===== src/rtl/sdpg_pkg.sv =====
`default_nettype none

package sdpg_pkg;

    localparam int AMOUNT_W = 16;
    localparam int REF_W    = 16;
    localparam int DIV_W    = 16;
    localparam int MS_W     = 2;
    localparam int MAG_W    = AMOUNT_W + 1;
    localparam int PROD_W   = MAG_W + REF_W;
    localparam int STEP_W   = 35;
    localparam int REM_W    = 34;
    localparam int SHIFT_W  = STEP_W + 1;
    localparam int CFG_W    = 16;

    typedef enum logic [1:0] {
        ACT_TICK     = 2'd0,
        ACT_DISPENSE = 2'd1,
        ACT_START    = 2'd2,
        ACT_STOP     = 2'd3
    } t_action;

    typedef enum logic [1:0] {
        CFG_REF_AMOUNT     = 2'd0,
        CFG_SPEED_DIV      = 2'd1,
        CFG_MICROSTEP_MODE = 2'd2,
        CFG_DRIVER_ENABLE  = 2'd3
    } t_cfg_idx;

    localparam logic [1:0] DIR_KEEP = 2'd0;
    localparam logic [1:0] DIR_SIGN = 2'd1;
    localparam logic [1:0] DIR_DOWN = 2'd2;

    localparam logic [REF_W-1:0] REF_AMOUNT_RST = REF_W'(10);
    localparam logic [DIV_W-1:0] SPEED_DIV_RST  = DIV_W'(1);
    localparam logic [MS_W-1:0]  MS_MODE_RST    = MS_W'(1);

    typedef struct packed {
        t_action           action;
        logic              negative;
        logic [1:0]        dir_mode;
        logic [PROD_W-1:0] product;
    } t_cmd;

    typedef struct packed {
        logic              step_level;
        logic              dir_down;
        logic              awake;
        logic              dispensing_flag;
        logic              continuous_flag;
        logic [REM_W-1:0]  remaining_steps;
        logic [MS_W-1:0]   ms_pins;
        logic              enable_n;
        logic              status;
    } t_result;

endpackage

`default_nettype wire


===== src/rtl/stepper_dispense_pulse_generator.sv =====
// Channel   Direction  Handshake                   Payload
// in        to block   i_in_valid / o_in_stall     i_action, i_amount, i_dir_mode
// out       from block o_out_valid / i_out_stall   o_step_level .. o_status
// cfg       to block   i_cfg_we                    i_cfg_idx, i_cfg_data
//
// One transaction per clock sustained while the result side does not stall.
// Stage one registers |amount| times ref_amount (the single multiplier); stage two
// applies the microstep shift, updates the stepper state and loads the result register.
// Reset is synchronous; config returns to ref 10, divider 1, half step, driver enabled.
// A stall on the result side holds both stages and backs up to o_in_stall.
`default_nettype none

module stepper_dispense_pulse_generator
    import sdpg_pkg::*;
(
    input  wire logic                i_clk,
    input  wire logic                i_rst_n,
    input  wire logic                i_in_valid,
    output logic                     o_in_stall,
    input  wire logic [1:0]          i_action,
    input  wire logic signed [AMOUNT_W-1:0] i_amount,
    input  wire logic [1:0]          i_dir_mode,
    output logic                     o_out_valid,
    input  wire logic                i_out_stall,
    output logic                     o_step_level,
    output logic                     o_dir_down,
    output logic                     o_awake,
    output logic                     o_dispensing_flag,
    output logic                     o_continuous_flag,
    output logic [REM_W-1:0]         o_remaining_steps,
    output logic [MS_W-1:0]          o_ms_pins,
    output logic                     o_enable_n,
    output logic                     o_status,
    input  wire logic                i_cfg_we,
    input  wire logic [1:0]          i_cfg_idx,
    input  wire logic [CFG_W-1:0]    i_cfg_data
);

    logic [REF_W-1:0] r_ref_amount;
    logic [DIV_W-1:0] r_speed_div;
    logic [MS_W-1:0]  r_ms_mode;
    logic             r_driver_enable;
    logic             cmd_valid;
    logic             cmd_take;
    t_cmd             cmd;
    t_result          result;

    always_ff @(posedge i_clk) begin
        if (!i_rst_n) begin
            r_ref_amount    <= REF_AMOUNT_RST;
            r_speed_div     <= SPEED_DIV_RST;
            r_ms_mode       <= MS_MODE_RST;
            r_driver_enable <= 1'b1;
        end else if (i_cfg_we) begin
            unique case (t_cfg_idx'(i_cfg_idx))
                CFG_REF_AMOUNT:     r_ref_amount    <= i_cfg_data[REF_W-1:0];
                CFG_SPEED_DIV:      r_speed_div     <= i_cfg_data[DIV_W-1:0];
                CFG_MICROSTEP_MODE: r_ms_mode       <= i_cfg_data[MS_W-1:0];
                CFG_DRIVER_ENABLE:  r_driver_enable <= i_cfg_data[0];
                default:            r_driver_enable <= r_driver_enable;
            endcase
        end
    end

    sdpg_front u_front (
        .i_clk        (i_clk),
        .i_rst_n      (i_rst_n),
        .i_valid      (i_in_valid),
        .o_stall      (o_in_stall),
        .i_action     (i_action),
        .i_amount     (i_amount),
        .i_dir_mode   (i_dir_mode),
        .i_ref_amount (r_ref_amount),
        .o_cmd_valid  (cmd_valid),
        .o_cmd        (cmd),
        .i_cmd_take   (cmd_take)
    );

    sdpg_core u_core (
        .i_clk           (i_clk),
        .i_rst_n         (i_rst_n),
        .i_cmd_valid     (cmd_valid),
        .i_cmd           (cmd),
        .o_cmd_take      (cmd_take),
        .i_speed_div     (r_speed_div),
        .i_ms_mode       (r_ms_mode),
        .i_driver_enable (r_driver_enable),
        .o_valid         (o_out_valid),
        .i_stall         (i_out_stall),
        .o_result        (result)
    );

    assign o_step_level      = result.step_level;
    assign o_dir_down        = result.dir_down;
    assign o_awake           = result.awake;
    assign o_dispensing_flag = result.dispensing_flag;
    assign o_continuous_flag = result.continuous_flag;
    assign o_remaining_steps = result.remaining_steps;
    assign o_ms_pins         = result.ms_pins;
    assign o_enable_n        = result.enable_n;
    assign o_status          = result.status;

endmodule

`default_nettype wire


===== src/rtl/sdpg_front.sv =====
`default_nettype none

module sdpg_front
    import sdpg_pkg::*;
(
    input  wire logic                i_clk,
    input  wire logic                i_rst_n,
    input  wire logic                i_valid,
    output logic                     o_stall,
    input  wire logic [1:0]          i_action,
    input  wire logic [AMOUNT_W-1:0] i_amount,
    input  wire logic [1:0]          i_dir_mode,
    input  wire logic [REF_W-1:0]    i_ref_amount,
    output logic                     o_cmd_valid,
    output t_cmd                     o_cmd,
    input  wire logic                i_cmd_take
);

    logic              r_valid;
    t_cmd              r_cmd;
    t_cmd              n_cmd;
    logic              load;
    logic              negative;
    logic [MAG_W-1:0]  magnitude;

    assign negative  = i_amount[AMOUNT_W-1];
    assign magnitude = negative ? MAG_W'((MAG_W'(1) << AMOUNT_W) - {1'b0, i_amount})
                                : {1'b0, i_amount};

    always_comb begin
        n_cmd.action   = t_action'(i_action);
        n_cmd.negative = negative;
        n_cmd.dir_mode = i_dir_mode;
        n_cmd.product  = PROD_W'(magnitude) * PROD_W'(i_ref_amount);
    end

    assign load        = !r_valid || i_cmd_take;
    assign o_stall     = !load;
    assign o_cmd_valid = r_valid;
    assign o_cmd       = r_cmd;

    always_ff @(posedge i_clk) begin
        if (!i_rst_n) begin
            r_valid <= 1'b0;
        end else if (load) begin
            r_valid <= i_valid;
        end
    end

    always_ff @(posedge i_clk) begin
        if (load && i_valid) begin
            r_cmd <= n_cmd;
        end
    end

endmodule

`default_nettype wire


===== src/rtl/sdpg_core.sv =====
`default_nettype none

module sdpg_core
    import sdpg_pkg::*;
(
    input  wire logic             i_clk,
    input  wire logic             i_rst_n,
    input  wire logic             i_cmd_valid,
    input  wire t_cmd             i_cmd,
    output logic                  o_cmd_take,
    input  wire logic [DIV_W-1:0] i_speed_div,
    input  wire logic [MS_W-1:0]  i_ms_mode,
    input  wire logic             i_driver_enable,
    output logic                  o_valid,
    input  wire logic             i_stall,
    output t_result               o_result
);

    logic [STEP_W-1:0] r_step_count, n_step_count;
    logic [DIV_W-1:0]  r_div_count,  n_div_count;
    logic              r_step_line,  n_step_line;
    logic              r_running,    n_running;
    logic              r_endless,    n_endless;
    logic              r_dir_down,   n_dir_down;
    logic              r_awake,      n_awake;
    logic              n_status;
    logic              r_out_valid;
    t_result           r_result;
    t_result           n_result;
    logic              take;
    logic [STEP_W-1:0] loaded_steps;

    assign take       = i_cmd_valid && (!r_out_valid || !i_stall);
    assign o_cmd_take = take;
    assign loaded_steps = STEP_W'({{(SHIFT_W-PROD_W){1'b0}}, i_cmd.product} << i_ms_mode);

    always_comb begin
        n_step_count = r_step_count;
        n_div_count  = r_div_count;
        n_step_line  = r_step_line;
        n_running    = r_running;
        n_endless    = r_endless;
        n_dir_down   = r_dir_down;
        n_awake      = r_awake;
        n_status     = 1'b0;
        unique case (i_cmd.action)
            ACT_TICK: begin
                if (r_running) begin
                    if (r_div_count >= i_speed_div) begin
                        n_div_count = '0;
                        if (r_endless) begin
                            n_step_line = !r_step_line;
                        end else if (r_step_count != '0) begin
                            n_step_line = !r_step_line;
                            if (!r_step_line) begin
                                n_step_count = r_step_count - STEP_W'(1);
                            end
                        end else begin
                            n_running = 1'b0;
                            n_awake   = 1'b0;
                        end
                    end else begin
                        n_div_count = r_div_count + DIV_W'(1);
                    end
                end
            end
            ACT_DISPENSE, ACT_START: begin
                if (r_running) begin
                    n_status = 1'b1;
                end else begin
                    if (i_cmd.dir_mode == DIR_SIGN) begin
                        n_dir_down = !i_cmd.negative;
                    end else if (i_cmd.dir_mode == DIR_DOWN) begin
                        n_dir_down = 1'b1;
                    end
                    n_running = 1'b1;
                    n_awake   = 1'b1;
                    if (i_cmd.action == ACT_START) begin
                        n_step_count = '0;
                        n_endless    = 1'b1;
                    end else begin
                        n_step_count = loaded_steps;
                    end
                end
            end
            ACT_STOP: begin
                n_endless    = 1'b0;
                n_running    = 1'b0;
                n_awake      = 1'b0;
                n_step_count = '0;
            end
            default: begin
                n_status = 1'b0;
            end
        endcase
    end

    always_comb begin
        n_result.step_level      = n_step_line;
        n_result.dir_down        = n_dir_down;
        n_result.awake           = n_awake;
        n_result.dispensing_flag = n_running;
        n_result.continuous_flag = n_endless;
        n_result.remaining_steps = n_step_count[REM_W-1:0];
        n_result.ms_pins         = i_ms_mode;
        n_result.enable_n        = !i_driver_enable;
        n_result.status          = n_status;
    end

    always_ff @(posedge i_clk) begin
        if (!i_rst_n) begin
            r_step_count <= '0;
            r_div_count  <= '0;
            r_step_line  <= 1'b0;
            r_running    <= 1'b0;
            r_endless    <= 1'b0;
            r_dir_down   <= 1'b1;
            r_awake      <= 1'b0;
            r_out_valid  <= 1'b0;
        end else begin
            if (take) begin
                r_step_count <= n_step_count;
                r_div_count  <= n_div_count;
                r_step_line  <= n_step_line;
                r_running    <= n_running;
                r_endless    <= n_endless;
                r_dir_down   <= n_dir_down;
                r_awake      <= n_awake;
            end
            if (!r_out_valid || !i_stall) begin
                r_out_valid <= i_cmd_valid;
            end
        end
    end

    always_ff @(posedge i_clk) begin
        if (take) begin
            r_result <= n_result;
        end
    end

    assign o_valid  = r_out_valid;
    assign o_result = r_result;

endmodule

`default_nettype wire


===== config.mk =====
export PLATFORM = sky130hd
export DESIGN_NAME = stepper_dispense_pulse_generator
export DESIGN_NICKNAME = d
export VERILOG_FILES = /design/src/rtl/sdpg_pkg.sv /design/src/rtl/stepper_dispense_pulse_generator.sv /design/src/rtl/sdpg_front.sv /design/src/rtl/sdpg_core.sv
export SDC_FILE = /design/constraint.sdc
export NUM_CORES = 1
export LEC_CHECK = 0
export ABC_AREA = 1
export BUFFER_PORTS_ARGS = -buffer_cell sky130_fd_sc_hd__buf_2
export CAP_MARGIN = 20
export CORE_ASPECT_RATIO = 0.9
export CORE_UTILIZATION = 40
export CTS_BUF_LIST = sky130_fd_sc_hd__clkbuf_8
export CTS_CLUSTER_SIZE = 16
export DETAILED_ROUTE_END_ITERATION = 8
export MAX_ROUTING_LAYER = met4
export PLACE_DENSITY = 0.69
export SETUP_SLACK_MARGIN = 0.3
export SLEW_MARGIN = 20
export SYNTH_ARGS = -nofsm -noshare
export SYNTH_HDL_FRONTEND = slang
export SYNTH_SLANG_ARGS = --single-unit

===== constraint.sdc =====
create_clock -name i_clk -period 7.1 [get_ports i_clk]
set_input_delay 1.065 -clock i_clk [delete_from_list [all_inputs] [get_ports i_clk]]
set_output_delay 1.065 -clock i_clk [all_outputs]
set_load 0.02 [all_outputs]

# Word-level counts from Yosys, hierarchy flattened
# Index checks and enable logic that the tools add are counted.
[totals]
word_cells = 102
reg_bits = 174
in_bits = 43
output_inout_bits = 45
[op_classes]
eq_ne = 14
addsub = 3
order_cmp = 1
shift = 1
multipliers = 1
n_reduce_logical = 21
muxes = 34
[ops]
columns = ["op", "n"]
rows = [
  ["two-way mux 35 bit", 7],
  ["one-hot mux 35 bit (3 select lines)", 1],
  ["nonzero test 35 bit", 1],
  ["left shift 33 x 2 -> 35 bit", 1],
  ["subtractor 35 x 1 -> 35 bit (second input constant)", 1],
  ["multiplier 17 x 16 -> 33 bit", 1],
  ["two-way mux 1 bit", 21],
  ["two-way mux 17 bit", 1],
  ["subtractor 17 x 16 -> 17 bit (first input constant)", 1],
  ["adder 16 x 1 -> 16 bit (second input constant)", 1],
  ["greater-or-equal comparator 16 bit", 1],
  ["two-way mux 16 bit", 1],
  ["equality test 2 bit (second input constant)", 5],
  ["AND reduction 2 bit", 4],
  ["zero test 1 bit", 7],
  ["AND reduction 7 bit", 1],
  ["equality test 2 x 1 -> 1 bit (second input constant)", 3],
  ["inequality test 2 x 1 -> 1 bit (second input constant)", 3],
  ["inequality test 2 bit (second input constant)", 3],
  ["one-hot mux 1 bit (3 select lines)", 2],
  ["zero test 2 bit", 2],
  ["AND reduction 3 bit", 1],
  ["logical AND 1 bit", 2],
  ["logical OR 1 bit", 2],
  ["other kinds (2)", 2],
]

# Depth between registers and ports, before layout
# Gate-level depths: netlist of the first run.
[depth]
depth_word = 7
depth_mapped = 35
mapped_depth_nobuf = 32

# Hierarchy
# From an unflattened synthesis of the first run, not the netlist that was laid out.
[hier_totals]
cells_unflattened = 2726
area_unflattened_um2 = 19636.3
[by_module_without_submodules]
columns = ["module", "cells_each", "seq_area_each_um2", "area_per_inst_um2", "instances"]
rows = [
  ["sdpg_front", 1421, 1161.1, 11068.1, 1],
  ["sdpg_core", 1083, 2432.3, 7084.3, 1],
  ["stepper_dispense_pulse_generator", 222, 700.7, 1483.9, 1],
]

# Worst setup path before layout of the first run
# No wires, ideal clock.
[synth_path]
path_kind = "input-to-reg"
from = "input port i_amount[0]"
to = "register u_front.r_cmd (netlist bit u_front.o_cmd[21]), data pin"
required_ps = 6835
setup_ps = 265
cell_stages = 30
path_buffers = 3
slack_ps = -333
arrival_time_ps = 7168
path_cell_list = "buf_2 > clkbuf_1 > inv_1 > ha_1 > nand3_1 > nor3_2 > inv_1 > nor2_1 > a21oi_1 > or2_2 > nand2_1 > buf_4 > nand2_1 > fa_1 > fa_1 > fa_1 > inv_1 > fa_1 > fa_1 > inv_1 > fa_1 > inv_1 > ha_1 > nand2_1 > inv_1 > nand3_1 > o21ai_0 > nand2_1 > o21ai_0 > xor2_1"
[synth_lines]
columns = ["item", "line_no", "source"]
rows = [
  ["from (decl)", "stepper_dispense_pulse_generator.sv:21", "input wire logic signed [AMOUNT_W-1:0] i_amount,"],
  ["to (signal assigned)", "sdpg_front.sv:52", "r_cmd <= n_cmd;"],
  ["to (decl)", "sdpg_front.sv:20", "t_cmd r_cmd;"],
]

==> flow_summary.yaml, run 1 <==
placement:
  routabilityCongestion: 0.996
  place.port_buffers: 87
  post-place-ws_ns: -0.169
  dp_cells: 3128
  place_hpwl_um: 43300
die:
  num_io_pins: 88
  die_y_um: 207
  start_util_pct: 40.8
  die_area_um2: 47500
  core_um2: 45700
  die_w_um: 230
  fp-row-count: 74
sta:
  slew_violations: 0
  rsz0062_at_grt: "true"
  setup_viol_count_final: 0
  tightest_slew_ns: 1.06
  fin_ws_ns: 0.446
  finalCriticalPeriod_ns: 6.65
  slew_headroom_pct: 29.5
  skew_ns: 0.0203
  max_freq_ghz: 0.150
  fin_crit_sh_pct: 93.7
  hold_viol: 0
finish:
  fillers: 4551
  finalNonFillerCells: 3165
  areaGrowthSynthToFinish_pct: 13.0
  regArea_um2: 4290
  fin_util_pct: 46.1
  multi_input_area_um2: 12600
  drive_gt1_share_pct: 13.7
  diodes: 0
  layout_common_cells: "523 x nand2_1, 452 x inv_1, 203 x fa_1, 196 x nor2_1, 121 x nand3_1"
  final_common_cell: "nand2_1"
  nNetsFinal: 2922
synthesis:
  synth_edf_count: 81
  syn_area_um2: 18700
  ys_seq_elements: 174
  synthCells: 2407
  ys_seq_area_share_pct: 23.0
  ys_warn_count: 0
  synthDistinctLibCells: 55
  ys_dominant_reg_cell: "dfxtp_1"
  avgSynthCellArea_um2: 7.76
  async_flop_share_pct: 0
global_routing:
  antenna_found_initial: 0
  grt_max_degree: 76
  first_global_vias: 16472
  globalRouteOverflowTotal: 0
  gr-usage-met2_pct: 40.1
  top_usage_layer: "met2"
  grt_pass1_wl_um: 87200
  grt_use_met3_pct: 3.90
  met1_usage_pct: 31.2
  grt_use_total_pct: 24.1
clocking:
  clockBufferDepth: 2
  cts_htree_levels: 4
  clk_pin_slew_worst_paths_ns: 0.10
  cts_buffers: 17
  cts_sinks: 174
  hold_buffers: 0
  clock_latency_ns: 0.51
  cts_tree: "built"
  clock-root-buffer: "clkbuf_8"
pwr:
  pwr-share-clk_pct: 13.5
  power.net_switching_mw: 2.36
  fin_total_pwr_mw: 5.27
  p_leak_nw: 10.4
  p_comb_share_pct: 60.5
  swShare_pct: 44.8
  internal-power_mw: 2.91
  powerDensity_nw_per_um2: 250
  power_frac_seq_pct: 26.0
  ir_worst_vdd_mv: 0.204
run_status:
  status: "finished, final reports clean"
critical_path:
  cp-end-kind: "register"
  slowest_stage: "fa_2"
  critical_path_arrival_ns: 6.92
  cpMostUsedCell: "fa_1"
  critPathRequiredTime_ns: 7.36
  setup.worst_path.start: "i_amount[0]"
  reg2reg_from: "r_ref_amount[4]"
  rrSetupSlack_ns: 1.02
  setup.worst_path.start_class: "input port"
  worstRegToRegCells: 19
  crit_fanout: 5
  crit_type: "in2reg"
  slowest_delay_ns: 0.58
drt:
  viasPerCell: 5.19
  vias: 16438
  finalWirelength_um: 54200
  postRouteAntennaNets: 0
  first_pass_iters: 5
  drt_iter0_drc: 1407
  wire_per_inst_um: 17.1
  drc: 0
worst_hold_path:
  whs_path_depth: 2
  hold_path.class: "reg2reg"
  hp-start: "r_speed_div[10]"
run:
  cap_violations: 0
## cell usage after synthesis, drive strengths merged, types with 11 or more instances
library cell / number / area (um2)
nor2: 216 / 907
nor3: 32 / 219
o21ai: 110 / 554
clkbuf: 52 / 195
nand2: 547 / 2090
nand4: 40 / 250
nand3: 137 / 753
edfxtp: 81 / 2430
ha: 127 / 1590
inv: 467 / 1760
dfxtp: 93 / 1860
a21oi: 132 / 661
xor2: 30 / 263
buf: 30 / 175
o211ai: 11 / 82.6
fa: 208 / 4160
## cell families after synthesis
group / Yosys count / share of synthesized area (%)
adder cells (fa/ha/maj): 335 / 30.8
buffers and inverters: 557 / 11.6
AND/OR/NAND/NOR: 994 / 23.4
other: 2 / 0.0402
AO/OA/AOI/OAI: 295 / 8.69
XOR/XNOR: 40 / 1.88
flip-flops: 174 / 23.0
multiplexers: 10 / 0.536
## registers in the layout, summed over array words and instances (netlist names)
| signal | count |
|---|---|
| r_driver_enable | 1 |
| r_ms_mode | 2 |
| r_ref_amount | 16 |
| r_speed_div | 16 |
| u_core.o_result | 43 |
| u_core.o_valid | 1 |
| u_core.r_awake | 1 |
| u_core.r_dir_down | 1 |
| u_core.r_div_count | 16 |
| u_core.r_endless | 1 |
| u_core.r_running | 1 |
| u_core.r_step_count | 35 |
| u_core.r_step_line | 1 |
| u_front.o_cmd | 38 |
| u_front.o_cmd_valid | 1 |
## stage by stage
step / TNS, ns / cell area (um2) / hold slack, ns
2_1_floorplan: 0 / 18900 / 0.403
3_3_place_gp: -0.126 / 20500 / 0.442
3_5_place_dp: -1.06 / 20500 / 0.449
4_1_cts: 0 / 20900 / 0.467
5_1_grt: 0 / 21100 / 0.491
6_report: 0 / 21100 / 0.466
## power groups by stage
stage | registers, mW | clock network (mW) | logic, mW
final | 1.37 | 0.708 | 3.19
after global routing | 1.39 | 0.763 | 3.56
after CTS | 1.37 | 0.726 | 3.06
after detailed placement | 1.39 | 0 | 3.03
after global placement | 1.39 | 0 | 3.01
after floorplan | 1.37 | 0 | 1.99
## worst max-delay path: cells and delay by family
kind | cells | cell delay [ns]
xor gates and xnor gates | 1 | 0.15
and+or+nand+nor | 10 | 1.56
buffers and inverters | 6 | 0.47
AOI/OAI and AO/OA | 2 | 0.18
adders and majority gates | 8 | 3.48
## path summary, 6_finish.rpt
kind,to
hold reg to reg,r_speed_div[10]
setup / recovery,u_front.o_cmd[30]
setup reg to reg,u_front.o_cmd[16]
hold / removal,r_speed_div[10]
## layout make-up
cell class                 count  share of cell area (%)
clock buffer                  17                    1.11
clock inverter                15                   0.700
inverter                     475                    8.57
multi-input combinational   1690                    59.8
sequential                   174                    20.4
tap                          608                    3.61
timing repair buffer         186                    5.88
## per-layer routing
layer	share of wire [%]	up-vias	wire [um]
met5	0	-	0
met4	1.4	0	774
met3	6.2	70	3330
met2	47	595	25400
met1	45	7959	24600
li1	-	7814	-
## what timing repair did
item / 4_1_cts / 5_1_grt
gates resized for setup: 0 / 51
endpoints found under the setup margin: 0 / 18
buffers inserted: 0 / 5
Note: power is estimated with default switching activity, not from simulation.
==> run 2: changes to the inputs <==
CORE_MARGIN = 2   (was default)
PLACE_DENSITY = default   (was 0.69)
PLACE_DENSITY_LB_ADDON = 0.08   (was default)
==> flow_summary.yaml, run 2 (synthesis gave the netlist of run 1 again) <==
drt:
  first_pass_iters: 7
  finalWirelength_um: 57500
  drt_iter0_drc: 1326
  highest_layer: "met4"
  wl_met1_um: 28300
  vias: 16322
  met3RoutedLength_um: 3530
  drc: 0
  viasPerCell: 5.08
  wire_per_inst_um: 17.9
  postRouteAntennaNets: 0
  wl_met2_um: 25000
global_routing:
  grt_use_total_pct: 25.2
  grt_pass1_wl_um: 91200
  first_global_vias: 16509
  grt_max_degree: 76
  antenna_found_initial: 2
  globalRouteOverflowTotal: 0
finish:
  final_common_cell: "nand2_1"
  areaGrowthSynthToFinish_pct: 15.4
  finalNonFillerCells: 3211
  nNetsFinal: 2957
  layout_common_cells: "513 x nand2_1, 442 x inv_1, 203 x fa_1, 188 x nor2_1"
  fillers: 4714
  multi_input_area_um2: 12700
  regArea_um2: 4290
  largest_register_ffs: 43
  drive_gt1_share_pct: 16.0
worst_hold_path:
  hold_path.class: "reg2reg"
critical_path:
  crit_fanout: 5
  r2r-end: "u_front.o_cmd[29]"
  cp-end-kind: "register"
  setup.worst_path.start: "i_amount[1]"
  endpoint: "u_front.o_cmd[29]"
  cpMostUsedCell: "inv_2"
  rrSetupSlack_ns: 1.16
  slowest_delay_ns: 0.58
  slowest_stage: "fa_1"
  critical_path_arrival_ns: 6.89
  reg2reg_from: "r_ref_amount[3]"
  setup.worst_path.start_class: "input port"
  worstRegToRegCells: 20
  crit_type: "in2reg"
  critPathRequiredTime_ns: 7.33
die:
  start_util_pct: 40.3
  fp-row-count: 75
  die_area_um2: 48400
  die_w_um: 232
  num_io_pins: 88
  die_y_um: 209
  core_um2: 46400
run:
  cap_violations: 0
placement:
  dp_cells: 3161
  place.port_buffers: 87
  routabilityCongestion: 0.933
  place_hpwl_um: 46400
clocking:
  clk_pin_slew_worst_paths_ns: 0.09
  cts_htree_levels: 4
  clock-root-buffer: "clkbuf_8"
  cts_tree: "built"
  cts_buffers: 17
  hold_buffers: 0
  cts_sinks: 174
  clockBufferDepth: 2
  clock_latency_ns: 0.49
sta:
  skew_ns: 0.0139
  hold_viol: 0
  fin_crit_sh_pct: 93.8
  slew_violations: 0
  setup_viol_count_final: 0
  slew_headroom_pct: 27.7
  finalCriticalPeriod_ns: 6.66
  tightest_slew_ns: 1.08
  rsz0062_at_grt: "true"
  max_freq_ghz: 0.150
  finalSetupTns_ns: 0
pwr:
  ir_worst_vdd_mv: 0.233
  p_leak_nw: 10.6
  powerDensity_nw_per_um2: 251
run_status:
  status: "finished, final reports clean"
run 2: routing by layer:
layer / GRT usage, % / vias up
li1: - / 7898
met1: 36.3 / 7965
met2: 37.6 / 425
met3: 4.68 / 34
met4: 3.93 / 0
met5: - / -
run 2: layout make-up:
cell class / count / share of cell area [%]
diodes: 3 / 0.0349
clock buffers: 18 / 1.15
clock inverters: 14 / 0.552
inverters: 475 / 8.43
multi-input cells: 1690 / 59.2
flip-flops and latches: 174 / 19.9
well taps: 616 / 3.58
repair buffers: 221 / 7.13
run 2: worst min path at each step:
stage                         end  cells past startpoint  slack, ns             from
6_report          r_speed_div[12]                      2       0.47  r_speed_div[12]
5_1_grt            r_speed_div[9]                      2       0.50   r_speed_div[9]
4_1_cts           r_speed_div[12]                      2       0.47  r_speed_div[12]
3_5_place_dp      r_speed_div[12]                      2       0.46  r_speed_div[12]
3_3_place_gp   u_core.o_result[1]                      1       0.43  r_driver_enable
2_1_floorplan  u_core.o_result[2]                      0       0.40     r_ms_mode[0]
run 2: per-stage QoR:
| stage | setup slack (ns) | power [mW] | utilization, % | cell area (um2) | hold WS (ns) |
|---|---|---|---|---|---|
| after detailed placement | -0.305 | 4.46 | 44.6 | 20700 | 0.458 |
| after global routing | 0.182 | 5.88 | 46.5 | 21500 | 0.503 |
| after floorplan | 0.172 | 3.35 | - | 18900 | 0.403 |
| final | 0.437 | 5.40 | 46.5 | 21500 | 0.473 |
| after global placement | -0.346 | 4.47 | 44.6 | 20700 | 0.434 |
| after CTS | 0.310 | 5.16 | 45.4 | 21000 | 0.473 |
run 2: critical path, delay by kind of cell:
| kind | cells | cell delay (ns) |
|---|---|---|
| buffers and inverters | 10 | 0.78 |
| AOI/OAI and AO/OA | 1 | 0.30 |
| xor gates and xnor gates | 1 | 0.11 |
| and+or+nand+nor | 12 | 1.25 |
| adders and majority gates | 7 | 3.38 |
run 2: report_power, final:
group          switching (mW)  total (mW)  internal (mW)
sequential             0.0840        1.35           1.27
combinational            1.96        3.37           1.40
clock                   0.390       0.678          0.288
run 2: timing repair:
item	4_1_cts	5_1_grt
setup endpoints to repair	1	19
pin swaps	0	37
endpoints found under the hold margin	0	0
resized for setup	1	108
buffers inserted	0	14
==> run 3: changes to the inputs <==
PLACE_DENSITY_LB_ADDON = default   (was 0.08)
==> flow_summary.yaml, run 3 (synthesis gave the netlist of run 1 again) <==
critical_path:
  reg2reg_from: "r_ref_amount[13]"
  worstRegToRegCells: 17
  crit_type: "in2reg"
  crit_fanout: 8
  slowest_delay_ns: 0.58
  critPathRequiredTime_ns: 7.36
  cp-end-kind: "register"
  critical_path_arrival_ns: 6.89
  setup.worst_path.start_class: "input port"
  setup.worst_path.start: "i_amount[0]"
  slowest_stage: "fa_1"
  rrSetupSlack_ns: 1.09
  r2r-end: "u_front.o_cmd[30]"
  cpMostUsedCell: "fa_1"
global_routing:
  globalRouteOverflowTotal: 0
  grt_max_degree: 76
  first_global_vias: 16343
  grt_use_total_pct: 23.9
  antenna_found_initial: 0
  grt_pass1_wl_um: 87500
drt:
  postRouteAntennaNets: 0
  finalWirelength_um: 55400
  wire_per_inst_um: 17.4
  first_pass_iters: 6
  viasPerCell: 5.16
  vias: 16437
  drc: 0
  drt_iter0_drc: 1316
placement:
  place_hpwl_um: 44300
  post-place-ws_ns: -0.248
  place.port_buffers: 87
  routabilityCongestion: 0.979
sta:
  slew_headroom_pct: 26.0
  max_freq_ghz: 0.151
  finalCriticalPeriod_ns: 6.62
  rsz0062_at_grt: "true"
  fin_crit_sh_pct: 93.3
  fin_ws_ns: 0.475
  tightest_slew_ns: 1.10
  hold_viol: 0
  skew_ns: 0.0240
  slew_violations: 0
  setup_viol_count_final: 0
finish:
  fillers: 4688
  final_common_cell: "nand2_1"
  layout_common_cells: "521 x nand2_1, 447 x inv_1, 205 x fa_1, 187 x nor2_1, 121 x a21oi_1"
  nNetsFinal: 2932
  regArea_um2: 4290
  largest_register_ffs: 43
  fin_util_pct: 45.9
  multi_input_area_um2: 12700
  drive_gt1_share_pct: 14.6
  areaGrowthSynthToFinish_pct: 14.1
pwr:
  powerDensity_nw_per_um2: 251
  internal-power_mw: 2.95
  p_leak_nw: 10.4
  pwr-share-clk_pct: 13.8
  power_frac_seq_pct: 25.5
  ir_worst_vdd_mv: 0.216
  swShare_pct: 44.8
  power.net_switching_mw: 2.39
  p_comb_share_pct: 60.7
run_status:
  status: "finished, final reports clean"
clocking:
  cts_htree_levels: 4
  cts_tree: "built"
  cts_sinks: 174
  cts_buffers: 17
  clock-root-buffer: "clkbuf_8"
  clk_pin_slew_worst_paths_ns: 0.10
  clockBufferDepth: 2
  clock_latency_ns: 0.51
  hold_buffers: 0
die:
  num_io_pins: 88
  core_um2: 46400
  die_area_um2: 48400
  start_util_pct: 40.3
  die_w_um: 232
  fp-row-count: 75
  die_y_um: 209
run:
  cap_violations: 0
worst_hold_path:
  hold_end: "u_core.o_result[1]"
  whs_path_depth: 1
  hold_path.class: "reg2reg"
  hp-start: "r_driver_enable"
## run 3: changes by cell type in the layout (fill, tap and decap cells not counted), moves of 4 or more
| cell | before | now |
|---|---|---|
| inv_2 | 22 | 18 |
| nand2_2 | 29 | 22 |
| nand2_1 | 513 | 521 |
| inv_1 | 442 | 447 |
| buf_4 | 120 | 104 |
| buf_6 | 12 | 6 |
## run 3: stage by stage
step	std cells	TNS, ns	area [um2]	power (mW)	hold WS, ns
after floorplan	2421	0	18900	3.35	0.403
after global placement	3145	-0.691	20500	4.41	0.437
after detailed placement	3145	-2.13	20500	4.44	0.443
after CTS	3177	0	21000	5.21	0.450
after global routing	3183	0	21300	5.79	0.457
final	3184	0	21300	5.34	0.444
## run 3: layout make-up
class,count,area share (%)
well taps,616,3.62
multi-input cells,1690,59.7
clock inverters,15,0.799
repair buffers,196,6.12
flip-flops and latches,174,20.2
diodes,1,0.0118
clock buffers,17,1.10
inverters,475,8.52
## run 3: power by group through the flow
stage	clock network (mW)	registers [mW]	logic, mW
after global placement	0	1.38	3.03
after global routing	0.791	1.38	3.62
after floorplan	0	1.37	1.99
after CTS	0.762	1.36	3.08
after detailed placement	0	1.39	3.06
final	0.740	1.36	3.24
## run 3: layer usage
layer / vias up / part of all wire (%) / track usage (%)
li1: 7837 / - / -
met1: 8046 / 46 / 32.6
met2: 497 / 46 / 37.4
met3: 57 / 6.3 / 4.19
met4: 0 / 1.5 / 4.47
met5: - / 0 / -
## run 3: what timing repair did
action	4_1_cts	5_1_grt
endpoints found under the setup margin	1	20
setup buffers	0	6
pin swaps	0	31
resized for setup	1	85
## run 3: how the worst max path moves through the flow
stage,end,slack [ns],cells after the start
2_1_floorplan,u_front.o_cmd[32],0.17,32
3_3_place_gp,u_front.o_cmd[27],-0.14,30
3_5_place_dp,u_front.o_cmd[30],-0.25,28
4_1_cts,u_front.o_cmd[27],0.33,30
5_1_grt,u_front.o_cmd[32],0.19,32
6_report,u_front.o_cmd[27],0.48,30
## run 3: critical path, delay by kind of cell
kind                     cells  cell delay (ns)
adder cells (fa/ha/maj)      8             3.40
AND/OR/NAND/NOR             11             1.44
buffers and inverters        8             0.69
AO/OA/AOI/OAI                2             0.15
XOR/XNOR                     1             0.13
